**src/sv/ial_pkg.sv**
```systemverilog
// shared types, sizes and codes for the indexed array list
package ial_pkg;

  localparam int CAPACITY = 64;
  localparam int DATA_W   = 32;
  localparam int ACT_W    = 3;
  localparam int POS_W    = 6;
  localparam int STAT_W   = 2;
  localparam int CNT_W    = $clog2(CAPACITY + 1);
  localparam int IDX_W    = (CAPACITY > 2) ? $clog2(CAPACITY) : 1;
  // wide enough for a position, a cell index and the count
  localparam int WIDE_W   = (CNT_W > POS_W) ? CNT_W : POS_W;
  localparam int GROUP    = 8;
  localparam int NGROUP   = (CAPACITY + GROUP - 1) / GROUP;
  localparam int GSEL_W   = $clog2(GROUP);
  localparam int IN_W     = ((ACT_W + POS_W + DATA_W + 7) / 8) * 8;
  localparam int OUT_W    = ((STAT_W + DATA_W + POS_W + CNT_W + 7) / 8) * 8;

  typedef enum logic [ACT_W-1:0] {
    ACT_INSERT = 3'd0,
    ACT_DELETE = 3'd1,
    ACT_READ   = 3'd2,
    ACT_FIND   = 3'd3,
    ACT_CLEAR  = 3'd4
  } action_e;

  typedef enum logic [STAT_W-1:0] {
    ST_OK      = 2'd0,
    ST_FULL    = 2'd1,
    ST_RANGE   = 2'd2,
    ST_MISSING = 2'd3
  } status_e;

  typedef enum logic [1:0] {
    S_IDLE   = 2'd0,
    S_TAP    = 2'd1,
    S_REDUCE = 2'd2,
    S_DONE   = 2'd3
  } state_e;

  typedef struct packed {
    logic                     capture;
    logic                     ins_en;
    logic                     del_en;
    logic [WIDE_W-1:0]        pos;
    logic signed [DATA_W-1:0] value;
    logic [CNT_W-1:0]         used;
  } cell_ctrl_t;

endpackage

```
**src/sv/ial_cell.sv**
```systemverilog
// one list cell: holds an entry, shifts with its neighbors, taps and compares
module ial_cell (
  input  logic                              clk_i,
  input  ial_pkg::cell_ctrl_t               ctrl_i,
  input  logic [ial_pkg::IDX_W-1:0]         idx_i,
  input  logic signed [ial_pkg::DATA_W-1:0] left_i,
  input  logic signed [ial_pkg::DATA_W-1:0] right_i,
  output logic signed [ial_pkg::DATA_W-1:0] entry_o,
  output logic signed [ial_pkg::DATA_W-1:0] tap_o,
  output logic                              hit_o
);

  logic signed [ial_pkg::DATA_W-1:0] entry_q, entry_d;
  logic signed [ial_pkg::DATA_W-1:0] tap_q;
  logic                              hit_q;
  logic [ial_pkg::WIDE_W-1:0]        idx_w;
  logic                              at_pos;
  logic                              above;
  logic                              live;

  assign idx_w  = ial_pkg::WIDE_W'(idx_i);
  assign at_pos = (idx_w == ctrl_i.pos);
  assign above  = (idx_w > ctrl_i.pos);
  assign live   = (idx_w < ial_pkg::WIDE_W'(ctrl_i.used));

  always_comb begin
    entry_d = entry_q;
    if (ctrl_i.ins_en) begin
      if (above) begin
        entry_d = left_i;
      end else if (at_pos) begin
        entry_d = ctrl_i.value;
      end
    end
    if (ctrl_i.del_en && (above || at_pos)) begin
      entry_d = right_i;
    end
  end

  always_ff @(posedge clk_i) begin
    entry_q <= entry_d;
    if (ctrl_i.capture) begin
      tap_q <= at_pos ? entry_q : '0;
      hit_q <= live && (entry_q == ctrl_i.value);
    end
  end

  assign entry_o = entry_q;
  assign tap_o   = tap_q;
  assign hit_o   = hit_q;

endmodule

```
**config.mk**
```make
export PLATFORM = sky130hd
export DESIGN_NAME = ial_cell
export DESIGN_NICKNAME = d
export VERILOG_FILES = /design/src/sv/ial_pkg.sv /design/src/sv/ial_cell.sv
export SDC_FILE = /design/constraint.sdc
export NUM_CORES = 1
export LEC_CHECK = 0
export BUFFER_PORTS_ARGS = -buffer_cell sky130_fd_sc_hd__buf_4
export CAP_MARGIN = 40
export CORE_MARGIN = 4
export CORE_UTILIZATION = 49
export CTS_CLUSTER_DIAMETER = 50
export DETAILED_ROUTE_END_ITERATION = 16
export PLACE_DENSITY_LB_ADDON = 0.12
export SYNTH_ARGS = -nofsm -noshare
export SYNTH_HDL_FRONTEND = slang
export SYNTH_SLANG_ARGS = --single-unit
```
**constraint.sdc**
```tcl
create_clock -name clk_i -period 3.7 [get_ports clk_i]
set_input_delay 0 -clock clk_i [delete_from_list [all_inputs] [get_ports clk_i]]
set_output_delay 0 -clock clk_i [all_outputs]
set_load 0.01 [all_outputs]
```
==> out/qor.csv, run 1 <==
stage;metric;value;unit
outcome;status;completed;
hold_path;Worst Hold End;entry_o[29];
clock_tree;Clock Latency Late Sink;340;ps
critical_path;category of the most critical setup path;input pin to flip-flop;
die;core area;6869;um2
critical_path;reg-to-reg slack, setup;2170;ps
layout;fillers;485;
critical_path;CP peak stage delay;780;ps
power;NetSw;0.0004737;W
yosys;Mapped Area;3490;um2
timing;Final Critical Period;2564;ps
clock_tree;Resize count post-CTS;0;
layout;Diodes inserted;0;
yosys;Synth area leader;edfxtp_1;
power;Lkg Pwr;2.288;nW
route;drt pass-1 iters;4;
power;Sw Share;25.23;%
critical_path;Critical Path Sink Type;flip-flop;
layout;final instance area;5264;um2
hold_path;Tightest Hold Check Type;input pin to flip-flop;
critical_path;CP delay by family, top;buffers and inverters;
power;sequential share of power;48.3;%
die;row count;30;
global_routing;GRT Util Overall;24.10;%
layout;layout cells sized above 1;43.87;%
timing;fin worst setup slack;1136;ps
route;via-per-instance ratio;5.157;
power;clock share of power;29.8;%
critical_path;R2R depth;4;
critical_path;reg-to-reg endpoint;hit_o;
power;maximum VDD drop;0.0001830;V
clock_tree;TritonCTS clock tree;yes;
clock_tree;CTS Buf Count;9;
yosys;syn_nets;397;
route;initial drt markers;110;
critical_path;WP buf/inv;3;
route;Final ANT Viol Nets;0;
yosys;Mean Syn Cell Area;13.12;um2
global_routing;first-pass GRT wire length;15570;um
hold_path;worst hold path startpoint;ctrl_i[36];
die;DIE HEIGHT;92.39;um
yosys;register area share after synthesis;55.93;%
route;DR vias;2893;
placed_design;I/O Buffers;184;
critical_path;worst r2r src;entry_o[27];
clock_tree;Clock Tree Buf Depth;2;
route;final WL;10160;um
power;Internal;0.001404;W
timing;# setup viols final;0;
job;Max Cap Viol;0;
timing;Max Clk Rate;390.0;MHz
global_routing;global route overflow;0;
yosys;cells taking the most area after synthesis;edfxtp_1, o221a_1, xor2_1;
global_routing;initial antenna violation count;0;
hold_path;hold path depth;2;
die;Initial Utilization;50.80;%
layout;Final nets;592;
route;Post-route DRC;0;
yosys;EDFF count, synth;65;
critical_path;startpoint types;input pin;
placed_design;HPWL Detailed;7755;um
yosys;Main synth FF type;edfxtp_1;
die;Die W;92.39;um
timing;fin. max-slew vios;0;
yosys;Synth Instances;266;
critical_path;Crit Path Max Fanout;22;
clock_tree;root buf cell;clkbuf_8;
global_routing;vias in the first global route;3026;
placed_design;routability cong.;0.7625;
placed_design;DP Worst Slack;1317;ps
critical_path;slowest CP cell;a22o_1;
power;pwr/cell area;356.8;nW/um2
yosys;Synth top cells by count;edfxtp_1, and2_1, nand2b_1;
timing;Final Cycle Share;69.30;%
yosys;Yosys top cell area share;55.93;%
route;Avg WL per Cell;18.11;um
yosys;Cell variety after synth;27;
placed_design;DP Area;4979;um2
clock_tree;clock slew at reported path FFs;70;ps
yosys;flops & latches, synth;65;
power;Comb pwr share;21.9;%
clock_tree;Sink Count;65;
layout;Layout area overhead;50.84;%
critical_path;worst-path cell chain;buf_4 -> ha_1 -> a211oi_1 -> nor3_1 -> a22o_1 -> buf_4 -> nand2b_1 -> o221a_1 -> dlygate4sd3_1;
die;die footprint;8536;um2
yosys;most common cell in the netlist;edfxtp_1;
timing;setup TNS;0;ps
layout;area occupied by multi-input gates;1418;um2
timing;Layout Skew;7.673;ps
critical_path;CP most frequent cell;buf_4;
global_routing;largest net degree at the start of global routing;35;
timing;Final Hold Vio Count;0;
die;Ports;185;
clock_tree;H-Tree Depth;3;
critical_path;crit path DAT;2660;ps
timing;Worst Max-Slew Pin Slew;907.6;ps
critical_path;Critical Path RT;3800;ps
timing;unrepaired setup endpoints after global routing;no;
timing;max_slew headroom;39.36;%
yosys;synth warn;0;
yosys;fraction of registers with async set/reset;0;%
layout;Register Area;1952;um2
==> metal layers <==
metal / up-vias / wire length, um / share of wire, % / GRT usage [%]
li1: 1385 / - / - / -
met2: 141 / 5432 / 53 / 43.32
met3: 12 / 896 / 8.8 / 6.499
met4: 0 / 188 / 1.9 / 9.901
met5: - / 0 / 0 / 0
met1: 1355 / 3644 / 36 / 26.78
==> worst max path at each step <==
stage / from / endpoint / slack [ps] / cells past startpoint
floorplan: ctrl_i[43] / entry_o[0] / 1190 / 6
global placement: idx_i[4] / entry_o[31] / 1140 / 6
detailed placement: ctrl_i[43] / entry_o[0] / 1320 / 8
CTS: ctrl_i[43] / entry_o[24] / 1170 / 9
global route: ctrl_i[43] / entry_o[24] / 950 / 10
finish: idx_i[4] / entry_o[24] / 1140 / 9
==> cells in the final DEF, fill, tap and decap left out <==
cell type / synthesis / final
inv_1: 12 / 12
dlygate4sd3_1: 0 / 11
nand2b_1: 33 / 33
clkbuf_8: 0 / 9
nand4b_1: 1 / 1
and4_4: 1 / 1
a21oi_4: 0 / 1
clkinv_1: 0 / 2
or3_1: 1 / 1
and2_1: 33 / 33
a21o_1: 2 / 2
o221a_1: 30 / 30
o22ai_1: 1 / 1
clkbuf_1: 6 / 1
nor3_1: 2 / 2
buf_16: 0 / 2
bufinv_16: 0 / 1
o221a_2: 2 / 2
a211oi_1: 1 / 1
a22o_1: 1 / 1
nor4_1: 8 / 8
nor2b_1: 1 / 1
xor2_1: 32 / 32
edfxtp_1: 65 / 65
clkinv_2: 0 / 2
nor2_1: 3 / 2
and4b_1: 1 / 1
a21oi_1: 6 / 5
ha_1: 11 / 11
buf_4: 0 / 185
nor2_4: 0 / 1
nand2_1: 1 / 1
nand4_1: 2 / 2
o21ai_0: 2 / 2
==> timing repair <==
action	in CTS	in global routing
hold buffers	11	0
setup buffers	0	0
hold endpoints to repair	9	0
==> worst reg2reg max path: cells and delay by family, from the launching register on <==
family | cells | cell delay (ps)
XOR/XNOR | 1 | 160
flip-flops | 1 | 420
AND/OR/NAND/NOR | 3 | 810
==> cell type report <==
class,count,area share (%)
flip-flops and latches,65,37.08
repair buffers,198,29.52
multi-input cells,175,26.93
clock buffers,10,2.425
well taps,96,2.282
clock inverters,5,0.9033
inverters,12,0.8557
==> sequential cells by signal, summed over array words and instances (netlist names) <==
register	cells
tap_o	32
hit_o	1
entry_o	32
==> stage by stage <==
stage | total power (W) | util [%] | std cells | hold slack [ps]
after CTS | 0.001885 | 76.63 | 561 | 0.1389
after detailed placement | 0.001322 | 72.48 | 535 | 354.5
after global routing | 0.001959 | 76.63 | 561 | 1.768
after floorplan | 0.001084 | - | 266 | 112.5
after global placement | 0.001301 | 71.68 | 533 | 349.6
final | 0.001878 | 76.63 | 561 | 12.13
==> power groups by stage <==
stage               Clock (W)  Sequential, W  Combinational [W]
floorplan                   0       0.000941           0.000143
global placement            0       0.000922           0.000379
detailed placement          0       0.000923           0.000399
CTS                  0.000566       0.000908           0.000412
global route         0.000603       0.000913           0.000443
finish               0.000560       0.000907           0.000411
==> cells by family after synthesis <==
| family | Yosys count | share of synthesized area (%) |
|---|---|---|
| xor gates and xnor gates | 32 | 8.032 |
| buffers and inverters | 26 | 3.980 |
| adders and majority gates | 11 | 3.944 |
| and+or+nand+nor | 87 | 15.56 |
| AOI/OAI and AO/OA | 45 | 12.55 |
| DFF | 65 | 55.93 |
No activity file was read; power rests on OpenSTA's default activity.
==> inputs of run 2 (changes only) <==
--- a/config.mk
+++ b/config.mk
@@ -8,7 +8,7 @@
 export BUFFER_PORTS_ARGS = -buffer_cell sky130_fd_sc_hd__buf_4
 export CAP_MARGIN = 40
 export CORE_MARGIN = 4
-export CORE_UTILIZATION = 49
+export CORE_UTILIZATION = 41
 export CTS_CLUSTER_DIAMETER = 50
 export DETAILED_ROUTE_END_ITERATION = 16
 export PLACE_DENSITY_LB_ADDON = 0.12
==> constraint.sdc (replaced) <==
create_clock -name clk_i -period 2.2 [get_ports clk_i]
set_input_delay 0 -clock clk_i [delete_from_list [all_inputs] [get_ports clk_i]]
set_output_delay 0 -clock clk_i [all_outputs]
set_load 0.01 [all_outputs]
==> out/qor.csv, run 2 (synthesis gave the netlist of run 1 again) <==
stage;metric;value;unit;change
critical_path;CP most frequent cell;a21oi_1;;
clock_tree;Clock Tree Buf Depth;2;;unchanged
global_routing;initial antenna violation count;0;;unchanged
placed_design;routability cong.;0.7746;;+1.6%
timing;Final Hold Vio Count;0;;unchanged
critical_path;worst r2r src;entry_o[15];;
die;core area;8258;um2;+20%
placed_design;dpl cells;547;;+2.2%
critical_path;slowest CP cell;a21oi_1;;
layout;commonest non-fill, non-tap cells in the layout;buf_4, edfxtp_1, and2_1, nand2b_1, xor2_1;;
route;Post-route DRC;0;;unchanged
critical_path;startpoint types;input pin;;
power;maximum VDD drop;0.0003709;V;+100%
die;Die W;100.3;um;+8.5%
clock_tree;CTS Buf Count;9;;unchanged
critical_path;worst-path cell chain;buf_4 -> inv_1 -> ha_1 -> a21oi_1 -> o21ai_0 -> a21oi_1 -> a21oi_4 -> buf_8 -> o221a_2;;
timing;fin. max-slew vios;0;;unchanged
global_routing;global route overflow;0;;unchanged
critical_path;crit path DAT;1770;ps;-890 ps
placed_design;HPWL Detailed;7790;um;+0.45%
timing;Worst Max-Slew Pin Slew;600.7;ps;-306.9 ps
hold_path;Worst Hold End;entry_o[23];;
critical_path;Critical Path Sink Type;flip-flop;;
layout;fillers;694;;+43%
timing;minimum hold slack;19.18;ps;+7.044 ps
power;pwr/cell area;628.2;nW/um2;+76%
clock_tree;Resize count post-CTS;0;;unchanged
route;initial drt markers;119;;+8.2%
global_routing;met2 Track Usage GR;35.63;%;-7.7 points
layout;Diodes inserted;0;;unchanged
die;Initial Utilization;42.26;%;-8.5 points
timing;Final Cycle Share;76.85;%;
timing;max_slew headroom;59.86;%;+21 points
critical_path;reg-to-reg endpoint;hit_o;;
global_routing;vias in the first global route;2869;;-5.2%
layout;Layout area overhead;50.05;%;
power;Lkg Pwr;2.268;nW;-0.84%
placed_design;DP Worst Slack;180.4;ps;-1137 ps
timing;fin worst setup slack;509.4;ps;-626.7 ps
timing;unrepaired setup endpoints after global routing;no;;
clock_tree;Sink Count;65;;unchanged
critical_path;category of the most critical setup path;input pin to flip-flop;;
global_routing;GRT Util Overall;19.70;%;-4.4 points
layout;most common cell after layout, fill and taps aside;buf_4;;
timing;# setup viols final;0;;unchanged
clock_tree;clock slew at reported path FFs;70;ps;about the same
timing;Final Critical Period;1691;ps;
critical_path;reg-to-reg slack, setup;570;ps;-1600 ps
layout;Final nets;584;;-1.4%
die;die footprint;10050;um2;+18%
layout;layout cells sized above 1;45.63;%;+1.8 points
die;DIE HEIGHT;100.3;um;+8.5%
route;Final ANT Viol Nets;0;;unchanged
route;via-per-instance ratio;5.025;;-2.6%
hold_path;hold path depth;2;;unchanged
layout;area occupied by multi-input gates;1418;um2;unchanged
clock_tree;Post-CTS Setup Bufs;0;;unchanged
layout;Util after Layout;63.41;%;-13 points
clock_tree;Clock Latency Late Sink;330;ps;about the same
critical_path;CP peak stage delay;410;ps;-370 ps
route;drt pass-1 iters;4;;unchanged
die;Ports;185;;unchanged
timing;Layout Skew;7.555;ps;-0.1176 ps
outcome;status;completed;;
critical_path;R2R depth;4;;unchanged
placed_design;I/O Buffers;184;;unchanged
global_routing;met1 Usage GRT;22.95;%;-3.8 points
hold_path;Tightest Hold Check Type;input pin to flip-flop;;
global_routing;gr busiest metal;met2;;
clock_tree;TritonCTS clock tree;yes;;
route;DR vias;2829;;-2.2%
layout;final cell count without fillers;563;;+0.36%
route;Avg WL per Cell;17.77;um;-1.9%
clock_tree;H-Tree Depth;3;;unchanged
global_routing;first-pass GRT wire length;15070;um;-3.2%
job;Max Cap Viol;0;;unchanged
global_routing;largest net degree at the start of global routing;34;;-2.9%
timing;Max Clk Rate;591.5;MHz;
critical_path;Critical Path RT;2280;ps;-1520 ps
clock_tree;hold buffers post-CTS;0;;-11
timing;setup TNS;0;ps;unchanged
die;row count;33;;+10%
layout;Register Area;1952;um2;unchanged
hold_path;worst hold path startpoint;left_i[23];;
route;final WL;10000;um;-1.6%
global_routing;GR met3 Demand/Resource;4.239;%;-2.3 points
clock_tree;root buf cell;clkbuf_8;;
critical_path;Crit Path Max Fanout;17;;-23%
-- run 2: cell count changes in the layout (fill, tap and decap cells not counted), sizes merged --
cell         change
buf              +3
bufinv           +1
clkbuf           +1
clkinv           -3
clkinvlp         +2
dlygate4sd3     -11
-- run 2: where the power goes --
part / internal [W] / switching, W
Sequential: 0.00147 / 0.0000579
Combinational: 0.000380 / 0.000297
Clock: 0.000637 / 0.000451
-- run 2: metrics by stage --
step / cell area (um2) / power [W]
after floorplan: 3492 / 0.001823
after global placement: 4982 / 0.002208
after detailed placement: 5025 / 0.002238
after CTS: 5236 / 0.003324
after global routing: 5236 / 0.003437
final: 5236 / 0.003290
-- run 2: metal layers --
metal  routed length (um)  share of wire (%)
met1                 3742                 37
met2                 5283                 53
met3                  832                8.3
met4                  146                1.5
met5                    0                  0
-- run 2: cell type report --
cell class              count  share of cell area (%)
flip-flops and latches     65                   37.28
repair buffers            190                   28.24
multi-input cells         175                   27.07
clock buffers              11                   2.509
well taps                 105                   2.509
clock inverters             5                   1.529
inverters                  12                  0.8602
-- run 2: worst max path at each step --
| stage | from | to | slack (ps) | cells past startpoint |
|---|---|---|---|---|
| 6_report | ctrl_i[41] | entry_o[0] | 510 | 9 |
| 5_1_grt | ctrl_i[41] | entry_o[0] | 330 | 9 |
| 4_1_cts | ctrl_i[41] | entry_o[0] | 530 | 9 |
| 3_5_place_dp | ctrl_i[41] | entry_o[0] | 180 | 9 |
| 3_3_place_gp | idx_i[2] | entry_o[31] | 120 | 7 |
| 2_1_floorplan | ctrl_i[43] | entry_o[0] | 210 | 6 |
-- run 2: worst max-delay path: cells and delay by family --
family	cells	cell delay [ps]
buf+inv	3	320
fa+ha+maj	1	320
compound gates	5	1130
==> inputs of run 3 (changes only) <==
--- a/config.mk
+++ b/config.mk
@@ -8,7 +8,7 @@
 export BUFFER_PORTS_ARGS = -buffer_cell sky130_fd_sc_hd__buf_4
 export CAP_MARGIN = 40
 export CORE_MARGIN = 4
-export CORE_UTILIZATION = 41
+export CORE_UTILIZATION = 45
 export CTS_CLUSTER_DIAMETER = 50
 export DETAILED_ROUTE_END_ITERATION = 16
 export PLACE_DENSITY_LB_ADDON = 0.12
==> constraint.sdc (replaced) <==
create_clock -name clk_i -period 1.65 [get_ports clk_i]
set_input_delay 0 -clock clk_i [delete_from_list [all_inputs] [get_ports clk_i]]
set_output_delay 0 -clock clk_i [all_outputs]
set_load 0.01 [all_outputs]
==> out/qor.csv, run 3 (synthesis gave the netlist of run 1 again) <==
stage;metric;value;unit;change
power;clock share of power;27.4;%;-5.7 points
die;core area;7408;um2;-10%
hold_path;Tightest Hold Check Type;input pin to flip-flop;;
layout;layout cells sized above 1;48.31;%;+2.7 points
die;Initial Utilization;47.10;%;+4.8 points
power;Comb pwr share;23.5;%;+2.9 points
clock_tree;H-Tree Depth;3;;unchanged
placed_design;HPWL Detailed;7885;um;+1.2%
placed_design;dpl cells;546;;-0.18%
timing;fin. max-slew vios;0;;unchanged
clock_tree;root buf cell;clkbuf_8;;
critical_path;CP delay by family, top;simple AND/OR/NAND/NOR gates;;
timing;Worst Max-Slew Pin Slew;587.3;ps;-13.34 ps
global_routing;initial antenna violation count;0;;unchanged
power;Sw Share;26.89;%;+2.4 points
die;Die W;96.06;um;-4.2%
power;pwr/cell area;769.6;nW/um2;+23%
timing;max_slew headroom;60.76;%;+0.90 points
clock_tree;CTS Buf Count;9;;unchanged
critical_path;Critical Path Sink Type;flip-flop;;
global_routing;vias in the first global route;3104;;+8.2%
route;DR vias;2963;;+4.7%
timing;Final Cycle Share;97.06;%;
timing;Final Critical Period;1602;ps;
power;maximum VDD drop;0.0003192;V;-14%
timing;unrepaired setup endpoints after global routing;no;;
power;sequential share of power;49.1;%;+2.8 points
global_routing;largest net degree at the start of global routing;34;;unchanged
global_routing;GRT Util Overall;22.20;%;+2.5 points
critical_path;startpoint types;input pin;;
die;row count;31;;-6.1%
placed_design;routability cong.;0.8349;;+7.8%
critical_path;slowest CP cell;or3_1;;
timing;Final Hold Vio Count;0;;unchanged
timing;minimum hold slack;10.76;ps;-8.420 ps
placed_design;I/O Buffers;184;;unchanged
power;Lkg Pwr;2.311;nW;+1.9%
layout;final cell count without fillers;571;;+1.4%
timing;fin worst setup slack;48.46;ps;-460.9 ps
route;Final ANT Viol Nets;0;;unchanged
critical_path;CP peak stage delay;430;ps;+20 ps
timing;Layout Skew;6.860;ps;-0.6952 ps
route;via-per-instance ratio;5.189;;+3.3%
clock_tree;Clock Tree Buf Depth;2;;unchanged
critical_path;worst-path cell chain;buf_4 -> ha_4 -> and4b_1 -> and4_4 -> or3_1 -> buf_12 -> o221a_2;;
route;Post-route DRC;0;;unchanged
route;initial drt markers;99;;-17%
critical_path;WP buf/inv;2;;-1
placed_design;DP Worst Slack;-466.6;ps;-646.9 ps
critical_path;Crit Path Max Fanout;32;;+15
clock_tree;clock slew at reported path FFs;70;ps;about the same
route;drt pass-1 iters;4;;unchanged
clock_tree;Clock Latency Late Sink;340;ps;about the same
layout;Layout area overhead;54.07;%;
die;Ports;185;;unchanged
timing;# setup viols final;0;;unchanged
critical_path;crit path DAT;1690;ps;-80 ps
layout;commonest non-fill, non-tap cells in the layout;buf_4, edfxtp_1, and2_1, nand2b_1, xor2_1;;
global_routing;first-pass GRT wire length;15040;um;-0.18%
outcome;status;completed;;
layout;Diodes inserted;0;;unchanged
clock_tree;TritonCTS clock tree;yes;;
die;die footprint;9228;um2;-8.2%
layout;most common cell after layout, fill and taps aside;buf_4;;
layout;Final nets;598;;+2.4%
timing;Max Clk Rate;624.4;MHz;
job;Max Cap Viol;0;;unchanged
layout;Util after Layout;72.57;%;+9.2 points
clock_tree;Sink Count;65;;unchanged
global_routing;global route overflow;0;;unchanged
die;DIE HEIGHT;96.06;um;-4.2%
route;final WL;10460;um;+4.6%
power;NetSw;0.001113;W;+38%
route;Avg WL per Cell;18.32;um;+3.1%
critical_path;category of the most critical setup path;input pin to flip-flop;;
power;Internal;0.003025;W;+22%
critical_path;Critical Path RT;1730;ps;-550 ps
run 3: path summary, 6_finish.rpt:
check / start / to / slack (ps) / cells past startpoint
worst max-delay path: idx_i[3] / entry_o[31] / 50 / 7
worst min-delay path: left_i[8] / entry_o[8] / 10 / 2
worst max register to register: entry_o[3] / hit_o / 110 / 5
worst min register to register: entry_o[0] / tap_o[0] / 600 / 1
run 3: final cells by class:
type                    count  area (um2)
clock buffers               9       123.9
inverters                  12       52.55
flip-flops and latches     65        1952
well taps                  99       123.9
repair buffers            203        1589
clock inverters             7       37.54
multi-input cells         176        1498
fillers                   523        2032
run 3: repair_timing:
item,CTS,global route
gates cloned,1,0
setup buffers,0,2
hold endpoints to repair,6,0
pin swaps,0,2
hold buffers,6,0
resized for setup,3,4
endpoints found under the setup margin,33,33
run 3: power by group through the flow:
stage                     registers, W  logic, W  clock network, W
after detailed placement       0.00207  0.000926                 0
after CTS                      0.00203  0.000957           0.00116
after global routing           0.00205   0.00105           0.00124
after global placement         0.00206  0.000905                 0
final                          0.00203  0.000973           0.00113
after floorplan                0.00211  0.000329                 0
run 3: stage by stage:
stage / setup TNS (ps) / total power (W) / cell area, um2
CTS: 0 / 0.004149 / 5333
global route: 0 / 0.004327 / 5376
global placement: -13860 / 0.002969 / 5085
detailed placement: -16290 / 0.002996 / 5085
finish: 0 / 0.004138 / 5376
floorplan: -4500 / 0.002439 / 3542
run 3: routing by layer:
metal	global-route usage (%)	part of all wire, %
met2	39.22	53
met5	0	0
met3	6.411	10
met4	11.37	2.5
met1	23.94	34
run 3: worst register-to-register path: stages (launching register included):
cell      delay (ps)
edfxtp_1         410
xor2_1           180
nor4_2           320
buf_4            160
nand4_1          120
nor3_2           190
